`src/hw/rtl/trc_pkg.sv`:
```
// Shared types, constants and codes for the TCP reply classifier.
// No dependencies; every other file of the block imports this package.
`default_nettype none

package trc_pkg;

    localparam int MAX_FRAME_BYTES_DEF = 16383;
    localparam int FIFO_DEPTH          = 3;
    localparam int NUM_COUNTED         = 8;

    localparam logic [39:0] EVT_INTERVAL_RST = 40'd200000000;

    localparam logic [15:0] ETH_TYPE_VLAN = 16'h8100;
    localparam logic [15:0] ETH_TYPE_IPV4 = 16'h0800;
    localparam logic [7:0]  IP_PROTO_TCP  = 8'd6;
    localparam logic [7:0]  IP_PROTO_UDP  = 8'd17;
    localparam logic [7:0]  IHL_MASK      = 8'h0f;
    localparam logic [3:0]  IHL_MIN       = 4'd5;

    localparam int TCP_FIN = 0;
    localparam int TCP_SYN = 1;
    localparam int TCP_RST = 2;
    localparam int TCP_ACK = 4;

    localparam logic [3:0] CLS_MALFORMED = 4'd0;
    localparam logic [3:0] CLS_NONIP     = 4'd1;
    localparam logic [3:0] CLS_UDP       = 4'd2;
    localparam logic [3:0] CLS_OTHERIP   = 4'd3;
    localparam logic [3:0] CLS_RST       = 4'd4;
    localparam logic [3:0] CLS_SYNACK    = 4'd5;
    localparam logic [3:0] CLS_SYN       = 4'd6;
    localparam logic [3:0] CLS_FIN       = 4'd7;
    localparam logic [3:0] CLS_ACK       = 4'd8;
    localparam logic [3:0] CLS_ODDFLAGS  = 4'd9;

    localparam logic EVT_KIND_RST = 1'b0;
    localparam logic EVT_KIND_ODD = 1'b1;

    localparam logic REG_EVENT_INTERVAL = 1'b0;
    localparam logic REG_PORT_NUMBER    = 1'b1;

    typedef struct packed {
        logic [7:0]  data_byte;
        logic        first_byte;
        logic        last_byte;
        logic [63:0] timestamp_ns;
    } trc_in_t;

    typedef struct packed {
        logic [3:0]  pkt_class;
        logic [63:0] class_count;
        logic [63:0] total_packets;
        logic [63:0] total_bytes;
        logic        event_valid;
        logic        event_kind;
        logic [63:0] event_time;
        logic [31:0] event_src_addr;
        logic [31:0] event_dst_addr;
        logic [15:0] event_src_port;
        logic [15:0] event_dst_port;
        logic [15:0] event_port;
    } trc_out_t;

    typedef struct packed {
        logic [15:0] outer_type;
        logic [15:0] inner_type;
        logic [3:0]  header_words;
        logic [7:0]  ip_protocol;
        logic [31:0] source_address;
        logic [31:0] dest_address;
        logic [15:0] source_port;
        logic [15:0] dest_port;
        logic [7:0]  tcp_flag_bits;
    } trc_hdr_t;

endpackage

`default_nettype wire

```
`src/hw/rtl/trc_parser.sv`:
```
// Byte-stream frame parser: tracks the byte offset and captures header fields.
// Depends on trc_pkg; feeds trc_classifier with the header and a frame-done item.
`default_nettype none

module trc_parser #(
    parameter int MAX_FRAME_BYTES = trc_pkg::MAX_FRAME_BYTES_DEF,
    localparam int LEN_W = $clog2(MAX_FRAME_BYTES + 1)
) (
    input  wire logic               clk,
    input  wire logic               rst_n,
    input  wire logic               accept,
    input  wire trc_pkg::trc_in_t   item,
    output trc_pkg::trc_hdr_t       hdr,
    output logic                    frame_done,
    output logic [LEN_W-1:0]        frame_len,
    output logic [63:0]             frame_time
);
    import trc_pkg::*;

    localparam logic [LEN_W-1:0] MAX_LEN     = LEN_W'(MAX_FRAME_BYTES);
    localparam logic [LEN_W-1:0] OFS_OTYPE_H = LEN_W'(12);
    localparam logic [LEN_W-1:0] OFS_OTYPE_L = LEN_W'(13);
    localparam logic [LEN_W-1:0] OFS_ITYPE_H = LEN_W'(16);
    localparam logic [LEN_W-1:0] OFS_ITYPE_L = LEN_W'(17);
    localparam logic [LEN_W-1:0] ETH_HDR     = LEN_W'(14);
    localparam logic [LEN_W-1:0] VLAN_HDR    = LEN_W'(18);
    localparam logic [LEN_W-1:0] IP_MIN      = LEN_W'(20);

    logic [LEN_W-1:0] offset_reg;
    logic [LEN_W-1:0] offset_next;
    trc_hdr_t         hdr_reg;
    trc_hdr_t         hdr_next;
    logic             done_reg;
    logic [LEN_W-1:0] len_reg;
    logic [63:0]      time_reg;

    logic [LEN_W-1:0] idx;
    logic [LEN_W:0]   idx_p1;
    logic [LEN_W-1:0] len;
    logic [LEN_W-1:0] base;
    logic [LEN_W-1:0] rel;
    logic [LEN_W-1:0] hl;
    logic [LEN_W-1:0] r4;
    logic [7:0]       b;

    always_comb
    begin
        idx    = item.first_byte ? '0 : offset_reg;
        idx_p1 = {1'b0, idx} + (LEN_W+1)'(1);
        len    = (idx_p1 > {1'b0, MAX_LEN}) ? MAX_LEN : idx_p1[LEN_W-1:0];
        b      = item.data_byte;
        base   = (hdr_reg.outer_type == ETH_TYPE_VLAN) ? VLAN_HDR : ETH_HDR;
        rel    = idx - base;
        hl     = LEN_W'({hdr_reg.header_words, 2'b00});
        r4     = rel - hl;

        offset_next = item.last_byte ? '0 : len;
        hdr_next    = hdr_reg;

        if (idx < MAX_LEN)
        begin
            if (idx == OFS_OTYPE_H) hdr_next.outer_type[15:8] = b;
            if (idx == OFS_OTYPE_L) hdr_next.outer_type[7:0]  = b;
            if (idx == OFS_ITYPE_H) hdr_next.inner_type[15:8] = b;
            if (idx == OFS_ITYPE_L) hdr_next.inner_type[7:0]  = b;

            if (idx >= ETH_HDR && idx >= base)
            begin
                if (rel == LEN_W'(0))
                    hdr_next.header_words = 4'(b & IHL_MASK);
                else if (rel == LEN_W'(9))
                    hdr_next.ip_protocol = b;
                else if (rel >= LEN_W'(12) && rel < LEN_W'(16))
                    hdr_next.source_address = {hdr_reg.source_address[23:0], b};
                else if (rel >= LEN_W'(16) && rel < IP_MIN)
                    hdr_next.dest_address = {hdr_reg.dest_address[23:0], b};

                if (rel >= IP_MIN && rel >= hl)
                begin
                    if (r4 == LEN_W'(0))
                        hdr_next.source_port[15:8] = b;
                    else if (r4 == LEN_W'(1))
                        hdr_next.source_port[7:0] = b;
                    else if (r4 == LEN_W'(2))
                        hdr_next.dest_port[15:8] = b;
                    else if (r4 == LEN_W'(3))
                        hdr_next.dest_port[7:0] = b;
                    else if (r4 == LEN_W'(13))
                        hdr_next.tcp_flag_bits = b;
                end
            end
        end
    end

    always_ff @(posedge clk or negedge rst_n)
    begin
        if (!rst_n)
        begin
            offset_reg <= '0;
            hdr_reg    <= '0;
            done_reg   <= 1'b0;
        end
        else
        begin
            done_reg <= accept && item.last_byte;
            if (accept)
            begin
                offset_reg <= offset_next;
                hdr_reg    <= hdr_next;
            end
        end
    end

    always_ff @(posedge clk)
    begin
        if (accept)
        begin
            len_reg  <= len;
            time_reg <= item.timestamp_ns;
        end
    end

    assign hdr        = hdr_reg;
    assign frame_done = done_reg;
    assign frame_len  = len_reg;
    assign frame_time = time_reg;

endmodule

`default_nettype wire

```
`src/hw/rtl/trc_classifier.sv`:
```
// Frame classifier: class decision, saturating counters and event rate limiters.
// Depends on trc_pkg; takes trc_parser output and produces one result per frame.
`default_nettype none

module trc_classifier #(
    parameter int MAX_FRAME_BYTES = trc_pkg::MAX_FRAME_BYTES_DEF,
    localparam int LEN_W = $clog2(MAX_FRAME_BYTES + 1)
) (
    input  wire logic               clk,
    input  wire logic               rst_n,
    input  wire trc_pkg::trc_hdr_t  hdr,
    input  wire logic               frame_done,
    input  wire logic [LEN_W-1:0]   frame_len,
    input  wire logic [63:0]        frame_time,
    input  wire logic [39:0]        event_interval_ns,
    input  wire logic [15:0]        port_number,
    output trc_pkg::trc_out_t       result
);
    import trc_pkg::*;

    localparam int SLOT_W = $clog2(NUM_COUNTED);

    logic [63:0] pkt_total_reg;
    logic [63:0] pkt_total_next;
    logic [63:0] byte_total_reg;
    logic [63:0] byte_total_next;
    logic [63:0] class_cnt_reg [NUM_COUNTED];
    logic [63:0] class_cnt_next;
    logic [63:0] last_evt_reg [2];

    logic             vlan;
    logic [15:0]      etype;
    logic [LEN_W-1:0] base;
    logic [LEN_W-1:0] ip_need;
    logic [LEN_W-1:0] tcp_need;
    logic [3:0]       cls;
    logic             evt_req;
    logic             evt_kind;
    logic             counted;
    logic [SLOT_W-1:0] slot;
    logic [64:0]      byte_sum;
    logic [63:0]      evt_diff;
    logic             evt_pass;

    always_comb
    begin
        vlan     = (hdr.outer_type == ETH_TYPE_VLAN);
        etype    = vlan ? hdr.inner_type : hdr.outer_type;
        base     = vlan ? LEN_W'(18) : LEN_W'(14);
        ip_need  = base + LEN_W'(20);
        tcp_need = base + LEN_W'({hdr.header_words, 2'b00}) + LEN_W'(20);
        cls      = CLS_MALFORMED;
        evt_req  = 1'b0;
        evt_kind = EVT_KIND_RST;

        if (frame_len < LEN_W'(14))
            cls = CLS_MALFORMED;
        else if (vlan && frame_len < LEN_W'(18))
            cls = CLS_MALFORMED;
        else if (etype != ETH_TYPE_IPV4)
            cls = CLS_NONIP;
        else if (frame_len < ip_need)
            cls = CLS_MALFORMED;
        else if (hdr.header_words < IHL_MIN)
            cls = CLS_MALFORMED;
        else if (hdr.ip_protocol == IP_PROTO_UDP)
            cls = CLS_UDP;
        else if (hdr.ip_protocol != IP_PROTO_TCP)
            cls = CLS_OTHERIP;
        else if (frame_len < tcp_need)
            cls = CLS_MALFORMED;
        else if (hdr.tcp_flag_bits[TCP_RST])
        begin
            cls     = CLS_RST;
            evt_req = 1'b1;
        end
        else if (hdr.tcp_flag_bits[TCP_SYN] && hdr.tcp_flag_bits[TCP_ACK])
            cls = CLS_SYNACK;
        else if (hdr.tcp_flag_bits[TCP_SYN])
            cls = CLS_SYN;
        else if (hdr.tcp_flag_bits[TCP_FIN])
            cls = CLS_FIN;
        else if (hdr.tcp_flag_bits[TCP_ACK])
            cls = CLS_ACK;
        else
        begin
            cls      = CLS_ODDFLAGS;
            evt_req  = 1'b1;
            evt_kind = EVT_KIND_ODD;
        end
    end

    always_comb
    begin
        counted = 1'b1;
        case (cls)
            CLS_NONIP:    slot = SLOT_W'(0);
            CLS_UDP:      slot = SLOT_W'(1);
            CLS_RST:      slot = SLOT_W'(2);
            CLS_SYNACK:   slot = SLOT_W'(3);
            CLS_SYN:      slot = SLOT_W'(4);
            CLS_FIN:      slot = SLOT_W'(5);
            CLS_ACK:      slot = SLOT_W'(6);
            CLS_ODDFLAGS: slot = SLOT_W'(7);
            default:
            begin
                slot    = '0;
                counted = 1'b0;
            end
        endcase
    end

    always_comb
    begin
        class_cnt_next  = (&class_cnt_reg[slot]) ? class_cnt_reg[slot]
                                                 : class_cnt_reg[slot] + 64'd1;
        pkt_total_next  = (&pkt_total_reg) ? pkt_total_reg : pkt_total_reg + 64'd1;
        byte_sum        = {1'b0, byte_total_reg} + 65'(frame_len);
        byte_total_next = byte_sum[64] ? {64{1'b1}} : byte_sum[63:0];
        evt_diff        = frame_time - last_evt_reg[evt_kind];
        evt_pass        = evt_req && (evt_diff >= {24'b0, event_interval_ns});
    end

    always_ff @(posedge clk or negedge rst_n)
    begin
        if (!rst_n)
        begin
            pkt_total_reg  <= '0;
            byte_total_reg <= '0;
            for (int i = 0; i < NUM_COUNTED; i++)
            begin
                class_cnt_reg[i] <= '0;
            end
            last_evt_reg[0] <= '0;
            last_evt_reg[1] <= '0;
        end
        else if (frame_done)
        begin
            pkt_total_reg  <= pkt_total_next;
            byte_total_reg <= byte_total_next;
            if (counted)
                class_cnt_reg[slot] <= class_cnt_next;
            if (evt_pass)
                last_evt_reg[evt_kind] <= frame_time;
        end
    end

    always_comb
    begin
        result               = '0;
        result.pkt_class     = cls;
        result.class_count   = counted ? class_cnt_next : '0;
        result.total_packets = pkt_total_next;
        result.total_bytes   = byte_total_next;
        if (evt_pass)
        begin
            result.event_valid    = 1'b1;
            result.event_kind     = evt_kind;
            result.event_time     = frame_time;
            result.event_src_addr = hdr.source_address;
            result.event_dst_addr = hdr.dest_address;
            result.event_src_port = hdr.source_port;
            result.event_dst_port = hdr.dest_port;
            result.event_port     = port_number;
        end
    end

endmodule

`default_nettype wire

```
`src/hw/rtl/trc_result_fifo.sv`:
```
// Small result queue that decouples classification from the output handshake.
// Depends on trc_pkg for the result type and queue depth.
`default_nettype none

module trc_result_fifo (
    input  wire logic               clk,
    input  wire logic               rst_n,
    input  wire logic               push,
    input  wire trc_pkg::trc_out_t  push_item,
    input  wire logic               pop,
    output logic                    valid,
    output trc_pkg::trc_out_t       item,
    output logic [$clog2(trc_pkg::FIFO_DEPTH+1)-1:0] count
);
    import trc_pkg::*;

    localparam int PTR_W = $clog2(FIFO_DEPTH);
    localparam int CNT_W = $clog2(FIFO_DEPTH + 1);
    localparam logic [PTR_W-1:0] LAST_PTR = PTR_W'(FIFO_DEPTH - 1);

    trc_out_t          mem [FIFO_DEPTH];
    logic [PTR_W-1:0]  wr_ptr_reg;
    logic [PTR_W-1:0]  rd_ptr_reg;
    logic [CNT_W-1:0]  count_reg;
    logic [CNT_W-1:0]  count_next;

    always_comb
    begin
        count_next = count_reg;
        if (push && !pop)
            count_next = count_reg + CNT_W'(1);
        else if (pop && !push)
            count_next = count_reg - CNT_W'(1);
    end

    always_ff @(posedge clk or negedge rst_n)
    begin
        if (!rst_n)
        begin
            wr_ptr_reg <= '0;
            rd_ptr_reg <= '0;
            count_reg  <= '0;
        end
        else
        begin
            count_reg <= count_next;
            if (push)
                wr_ptr_reg <= (wr_ptr_reg == LAST_PTR) ? '0 : wr_ptr_reg + PTR_W'(1);
            if (pop)
                rd_ptr_reg <= (rd_ptr_reg == LAST_PTR) ? '0 : rd_ptr_reg + PTR_W'(1);
        end
    end

    always_ff @(posedge clk)
    begin
        if (push)
            mem[wr_ptr_reg] <= push_item;
    end

    assign valid = (count_reg != '0);
    assign item  = mem[rd_ptr_reg];
    assign count = count_reg;

endmodule

`default_nettype wire

```
`src/hw/rtl/tcp_reply_classifier_top.sv`:
```
// Top level of the TCP reply classifier: APB registers, parser, classifier, queue.
// Depends on trc_pkg, trc_parser, trc_classifier and trc_result_fifo.
// The parser registers a frame's end and the queue then stores its result, making it visible.
// Throughput: one byte per cycle, one-byte frames included, while results drain.
// Backpressure: bytes stall once queued plus in-flight results reach the queue depth of three.
// Reset: rst_n clears offsets, captured headers, all counters and event times.
`default_nettype none

module tcp_reply_classifier_top #(
    parameter int MAX_FRAME_BYTES = trc_pkg::MAX_FRAME_BYTES_DEF
) (
    input  wire logic               clk,
    input  wire logic               rst_n,
    input  wire logic               byte_valid,
    output logic                    byte_ready,
    input  wire trc_pkg::trc_in_t   byte_item,
    output logic                    result_valid,
    input  wire logic               result_ready,
    output trc_pkg::trc_out_t       result_item,
    input  wire logic               psel,
    input  wire logic               penable,
    input  wire logic               pwrite,
    input  wire logic [3:0]         paddr,
    input  wire logic [63:0]        pwdata,
    output logic [63:0]             prdata,
    output logic                    pready
);
    import trc_pkg::*;

    localparam int LEN_W = $clog2(MAX_FRAME_BYTES + 1);
    localparam int CNT_W = $clog2(FIFO_DEPTH + 1);

    logic [39:0]      interval_reg;
    logic [15:0]      port_reg;
    logic             cfg_write;
    logic             byte_accept;
    trc_hdr_t         hdr;
    logic             frame_done;
    logic [LEN_W-1:0] frame_len;
    logic [63:0]      frame_time;
    trc_out_t         cls_result;
    logic [CNT_W-1:0] fifo_count;
    logic [CNT_W:0]   pending;

    assign pready    = 1'b1;
    assign cfg_write = psel && penable && pwrite;

    always_ff @(posedge clk or negedge rst_n)
    begin
        if (!rst_n)
        begin
            interval_reg <= EVT_INTERVAL_RST;
            port_reg     <= '0;
        end
        else if (cfg_write)
        begin
            case (paddr[3])
                REG_EVENT_INTERVAL: interval_reg <= pwdata[39:0];
                REG_PORT_NUMBER:    port_reg     <= pwdata[15:0];
                default:            port_reg     <= port_reg;
            endcase
        end
    end

    always_comb
    begin
        case (paddr[3])
            REG_EVENT_INTERVAL: prdata = {24'b0, interval_reg};
            REG_PORT_NUMBER:    prdata = {48'b0, port_reg};
            default:            prdata = '0;
        endcase
    end

    assign pending     = {1'b0, fifo_count} + (CNT_W+1)'(frame_done);
    assign byte_ready  = (pending < (CNT_W+1)'(FIFO_DEPTH));
    assign byte_accept = byte_valid && byte_ready;

    trc_parser #(
        .MAX_FRAME_BYTES (MAX_FRAME_BYTES)
    ) u_parser (
        .clk        (clk),
        .rst_n      (rst_n),
        .accept     (byte_accept),
        .item       (byte_item),
        .hdr        (hdr),
        .frame_done (frame_done),
        .frame_len  (frame_len),
        .frame_time (frame_time)
    );

    trc_classifier #(
        .MAX_FRAME_BYTES (MAX_FRAME_BYTES)
    ) u_classifier (
        .clk               (clk),
        .rst_n             (rst_n),
        .hdr               (hdr),
        .frame_done        (frame_done),
        .frame_len         (frame_len),
        .frame_time        (frame_time),
        .event_interval_ns (interval_reg),
        .port_number       (port_reg),
        .result            (cls_result)
    );

    trc_result_fifo u_fifo (
        .clk       (clk),
        .rst_n     (rst_n),
        .push      (frame_done),
        .push_item (cls_result),
        .pop       (result_valid && result_ready),
        .valid     (result_valid),
        .item      (result_item),
        .count     (fifo_count)
    );

    assert property (@(posedge clk) disable iff (!rst_n)
        frame_done |-> (fifo_count < CNT_W'(FIFO_DEPTH)) ||
                       (result_valid && result_ready))
        else $error("result queue overflow");

    assert property (@(posedge clk) disable iff (!rst_n)
        (byte_accept && byte_item.last_byte) |=> frame_done)
        else $error("last byte did not produce a frame result");

    assert property (@(posedge clk) disable iff (!rst_n)
        (result_valid && result_item.event_valid) |->
            (result_item.pkt_class == CLS_RST || result_item.pkt_class == CLS_ODDFLAGS))
        else $error("event raised for a class without events");

    assert property (@(posedge clk) disable iff (!rst_n)
        (byte_accept && !byte_item.last_byte) |=> !frame_done)
        else $error("frame result without a last byte");

endmodule

`default_nettype wire

```
`config.mk`:
```
export PLATFORM = sky130hd
export DESIGN_NAME = tcp_reply_classifier_top
export DESIGN_NICKNAME = d
export VERILOG_FILES = /design/src/hw/rtl/trc_pkg.sv /design/src/hw/rtl/trc_parser.sv /design/src/hw/rtl/trc_classifier.sv /design/src/hw/rtl/trc_result_fifo.sv /design/src/hw/rtl/tcp_reply_classifier_top.sv
export SDC_FILE = /design/constraint.sdc
export NUM_CORES = 2
export LEC_CHECK = 0
export BUFFER_PORTS_ARGS = -buffer_cell sky130_fd_sc_hd__buf_2
export CAP_MARGIN = 20
export CORE_MARGIN = 4
export CORE_UTILIZATION = 32
export CTS_BUF_LIST = sky130_fd_sc_hd__clkbuf_4 sky130_fd_sc_hd__clkbuf_8
export CTS_CLUSTER_SIZE = 20
export DETAILED_ROUTE_END_ITERATION = 8
export HOLD_SLACK_MARGIN = 0.15
export SYNTH_ARGS = -nofsm -noshare
export SYNTH_HDL_FRONTEND = slang
export SYNTH_HIERARCHICAL = 1
export SYNTH_SLANG_ARGS = --single-unit
export TNS_END_PERCENT = 30
```
`constraint.sdc`:
```
create_clock -name clk -period 45.1 [get_ports clk]
set_input_delay 2.255 -clock clk [delete_from_list [all_inputs] [get_ports clk]]
set_output_delay 2.255 -clock clk [all_outputs]
set_load 0.01 [all_outputs]
```
; After elaboration in Yosys (flattened, before gate mapping)
; Memory sizes are Yosys's and may differ from the RTL's.
; Cells that the tools add are included.
[word_totals]
register_bits = 1068
latchBits = 0
ram_bits = 1122
romBits = 0
input_bits = 149
output_inout_bits = 441
mem_count = 1
[mem_list]
columns = name, depth, word_bits, rd, rd_ports_with_merged_regs, write_ports, line_no
row1 = u_fifo.mem, 3, 374, 1, 0, 1, trc_result_fifo.sv:21  ; trc_out_t mem [FIFO_DEPTH];
[classes]
add_sub_neg = 15
n_mul = 0
div_mod_pow = 0
magnitude_cmp = 21
eq_ne = 23
shifts = 0
n_mux = 66
n_bitwise = 10
n_reduce_logical = 42
[ops]
columns = cell, count
row1 = two-way mux 64 bit, 11
row2 = bitwise mux 512 bit, 1
row3 = binary-select mux 64 bit (select 3 bit), 1
row4 = demux 64 bit (select 3 bit), 1
row5 = two-way mux 178 bit, 1
row6 = adder 64 x 1 -> 64 bit (second input constant), 2
row7 = bitwise mux 128 bit, 1
row8 = one-hot mux 64 bit (2 select lines), 1
row9 = AND reduction 64 bit, 2
row10 = adder 64 x 14 -> 65 bit, 1
row11 = demux 64 bit (select 1 bit), 1
row12 = >= comparator 64 x 40 -> 1 bit, 1
row13 = subtractor 64 bit, 1
row14 = == test 14 x 4 -> 1 bit (second input constant), 4
row15 = two-way mux 4 bit, 12
row16 = < comparator 14 x 5 -> 1 bit (second input constant), 3
row17 = two-way mux 14 bit, 3
row18 = adder 14 x 5 -> 14 bit (second input constant), 2
row19 = == test 14 x 2 -> 1 bit (second input constant), 2
row20 = == test 14 x 5 -> 1 bit (second input constant), 2
row21 = >= comparator 14 x 4 -> 1 bit (second input constant), 2
row22 = >= comparator 14 x 5 -> 1 bit (second input constant), 2
row23 = zero test 14 bit, 2
row24 = < comparator 14 bit, 2
row25 = 48 further kinds, 116

; Logic depth before layout (Yosys ltp)
[logic_depth]
word_depth = 22
depth_mapped = 47
depth_no_buf = 43

; Modules after synthesis
; Netlist, hierarchy kept.
[by_module_without_submodules]
columns = module, n_inst, cells_per_inst, area_each_um2, seq_area_each_um2
row1 = trc_classifier, 1, 5085, 45343.5, 19218.4
row2 = trc_result_fifo, 1, 2394, 42155.4, 33842.5
row3 = trc_parser, 1, 688, 9942.0, 6421.2
row4 = tcp_reply_classifier_top, 1, 195, 2756.4, 1416.4

; Worst setup path after synthesis
; Ideal clock, no wire load.
[synth_timing]
kind = flip-flop to flip-flop
from = register u_parser.done_reg, in the netlist u_parser/frame_done
to = memory u_fifo/mem[2][0] (netlist bit), enable pin
arrival_time_ns = 27.317
required_time_ns = 43.457
path_slack_ns = 16.140
path_stages_with_launch = 3
path_buffers = 0
cell_sequence = dfrtp_1 > inv_1 > nor3b_1
[synth_between]
elab_chain_cells = 2
[synth_rtl]
columns = element, line_no
row1 = "start, declared", trc_parser.sv:33  ; logic done_reg;
row2 = "start signal, assigned", trc_parser.sv:105  ; done_reg <= accept && item.last_byte;
row3 = two-way mux 1 bit, trc_result_fifo.sv:56  ; if (push)
row4 = two-way mux 1 bit (not written as such), trc_result_fifo.sv:57  ; mem[wr_ptr_reg] <= push_item;
row5 = "end, declared", trc_result_fifo.sv:21
; No other way between the ends.

==> summary.md <==
| Metric | Value |
|---|---|
| Run status | completed |
| Initial antenna violation count | 36 |
| Arr. time, crit path | around 13000 ps |
| # Post-CTS Setup Buffers | 0 |
| Final setup fails | 0 |
| Worst rel slew slack | a little under a fifth |
| CP endpoint kind | flop |
| Placed cell count | roughly 13000 |
| Die Width | 567.2 um |
| I/O pin total | 590 |
| Mapped Area | around 100000 um^2 |
| Sum Neg Setup Slack | 0 ps |
| Pwr dens | a little over 50 nW/um^2 |
| Die ar. | around 320000 um^2 |
| Area Growth Syn to Fin | 14.52% |
| RSZ-0062 raised after global routing | false |
| Final Cycle Share | ~28% |
| Final global-route overflow total | 0 |
| MaxCap Viol Count | 0 |
| Detailed placer's ending HPWL | between 150000 and 200000 um |
| Total CTS buffers | between 300 and 400 |
| Leakage | 46.18 nW |
| VDD IR-drop max | 0.03381 mV |
| CTS tree | built |
| Max reg flops | 1122 |
| Final cell count without fillers | ~13000 |
| Post-CTS resize count | 0 |
| CTS root buffer | clkbuf_8 |
| Tightest Hold Check Type | reg2reg |
| Initial Util | between 30% and 40% |
| F_max | 79.48 MHz |
| Sequential cell area | 60810 um^2 |
| Buffers on Ports | between 500 and 600 |
| Clk_lat worst skew | roughly 1100 ps |
| Core Area | ~310000 um^2 |
| Overall routed net length | ~290000 um |
| Setup CP Type | reg2reg |
| Finished Cell Area | around 110000 um^2 |
| DRC viols | 0 |
| Nets | 9206 |
| Cell seen most often among critical-path stages | ha_1 |
| Area occupied by multi-input gates | about 36000 um^2 |
| Row count | 205 |
| Pin count of the biggest net entering global routing | around 190 |
| Layout cells sized above 1 | about a fifth |
| H-tree levels | 5 |
| Clock Sinks | around 2200 |
| Crit path max fanout | 65 |
| Final min period | between 10000 and 15000 ps |
| Clock slew at reported path FFs | approximately 60 ps |
| Slew Viols, Final | 0 |
| Routability cong. | just under 0.9 |
| DRC marker count from the first detailed-route iteration | around 5400 |
| Via density | between 5 and 6 |
| Synth warn | 6 |
| CTS max path bufs | 4 |
| Cell count after synthesis | roughly 8400 |
| Post-route ant nets | 0 |
| Worst setup SP type | flop |
| Total track usage | between 15 and 20% |
| Slowest cell on the critical path | buf_4 |
| # hold bufs at CTS | 0 |
| Worst-margin pin slew | roughly 1200 ps |
| Router iterations before antenna repair | 6 |
| FILL cells | approximately 30000 |
| Clock Skews | around 140 ps |
| Final hold violation count | 0 |
| Routed len/inst | 21.66 um |
| Chip height | around 570 um |
| Via count | 68430 |
| First-pass GRT wire length | 432100 um |
| CP Data Required Time | about 46000 ps |
| CP max stage delay | around 710 ps |
| Post-placement cell area | 106200 um^2 |
| Syn_area_per_cell | around 12 um^2 |
| Vias in the first global route | 68380 |
layer usage:
| layer | global-route usage (%) | up-vias | part of all wire [%] |
|---|---|---|---|
| met5 | 0 | - | 0.0031 |
| met4 | 7.943 | 2 | 4.3 |
| met3 | 3.240 | 627 | 6.4 |
| met2 | 28.40 | 2394 | 47 |
| met1 | 22.33 | 34060 | 42 |
| li1 | - | 31350 | - |
final cells by class:
| class | count | share of cell area, % |
|---|---|---|
| clock buffer | 547 | 5.926 |
| clock inverter | 144 | 1.210 |
| sequential | 2189 | 53.07 |
| inverter | 145 | 0.4750 |
| timing repair buffer | 665 | 3.341 |
| multi-input combinational | 5530 | 31.40 |
| antenna | 28 | 0.06115 |
| tap | 4140 | 4.521 |
report_power, final:
group	internal [W]	switching (W)	leakage [nW]
Combinational	0.000490	0.000977	17.2
Clock	0.00108	0.000849	4.33
Sequential	0.00232	0.000103	24.7
metrics by stage:
stage	hold slack [ps]	setup slack (ps)	power, W	utilization, %
CTS	479.5	32530	0.005904	36.69
finish	455.9	32520	0.005820	36.77
global route	492.3	31820	0.006116	36.76
detailed placement	466.8	32540	0.003953	34.07
global placement	454.5	32500	0.003933	34.07
floorplan	441.8	16140	0.003473	-
path summary, 6_finish.rpt:
path / startpoint / end / slack, ps / cells past startpoint
hold / removal: u_parser/hdr[90] / u_parser/hdr[98] / 460 / 1
max in group asynchronous: rst_n / interval_reg[8] / 40220 / 6
hold reg to reg: u_parser/hdr[90] / u_parser/hdr[98] / 460 / 1
setup / recovery: u_parser/hdr[136] / u_fifo/mem[1][152] / 32520 / 40
min in group asynchronous: rst_n / u_classifier/class_cnt_reg[261] / 1210 / 1
setup reg to reg: u_parser/hdr[136] / u_fifo/mem[1][152] / 32520 / 40
worst max-delay path: cells and delay by family, from the launching register on:
family / cells / cell delay (ps)
AND/OR/NAND/NOR: 13 / 3090
AO/OA/AOI/OAI: 15 / 4770
XOR/XNOR: 1 / 200
buffers and inverters: 4 / 1650
multiplexers: 1 / 270
adder cells (fa/ha/maj): 6 / 1820
flip-flops: 1 / 400
cells in the final DEF, fill, tap and decap left out, drive strengths merged, types with 39 or more instances in the layout:
cell type / instances
nor2: 266
o21ai: 1000
nand3: 154
ha: 147
a31oi: 61
dfrtp: 977
edfxtp: 1200
clkbuf: 549
nor2b: 39
mux2: 389
xnor2: 188
inv: 159
mux2i: 534
a21o: 59
nand4: 134
and2: 208
o22ai: 45
xor2: 108
clkinv: 111
and3: 64
nand2: 1317
nor3: 87
a21oi: 214
nor4: 65
buf: 663
No activity file was read; power rests on OpenSTA's default activity.
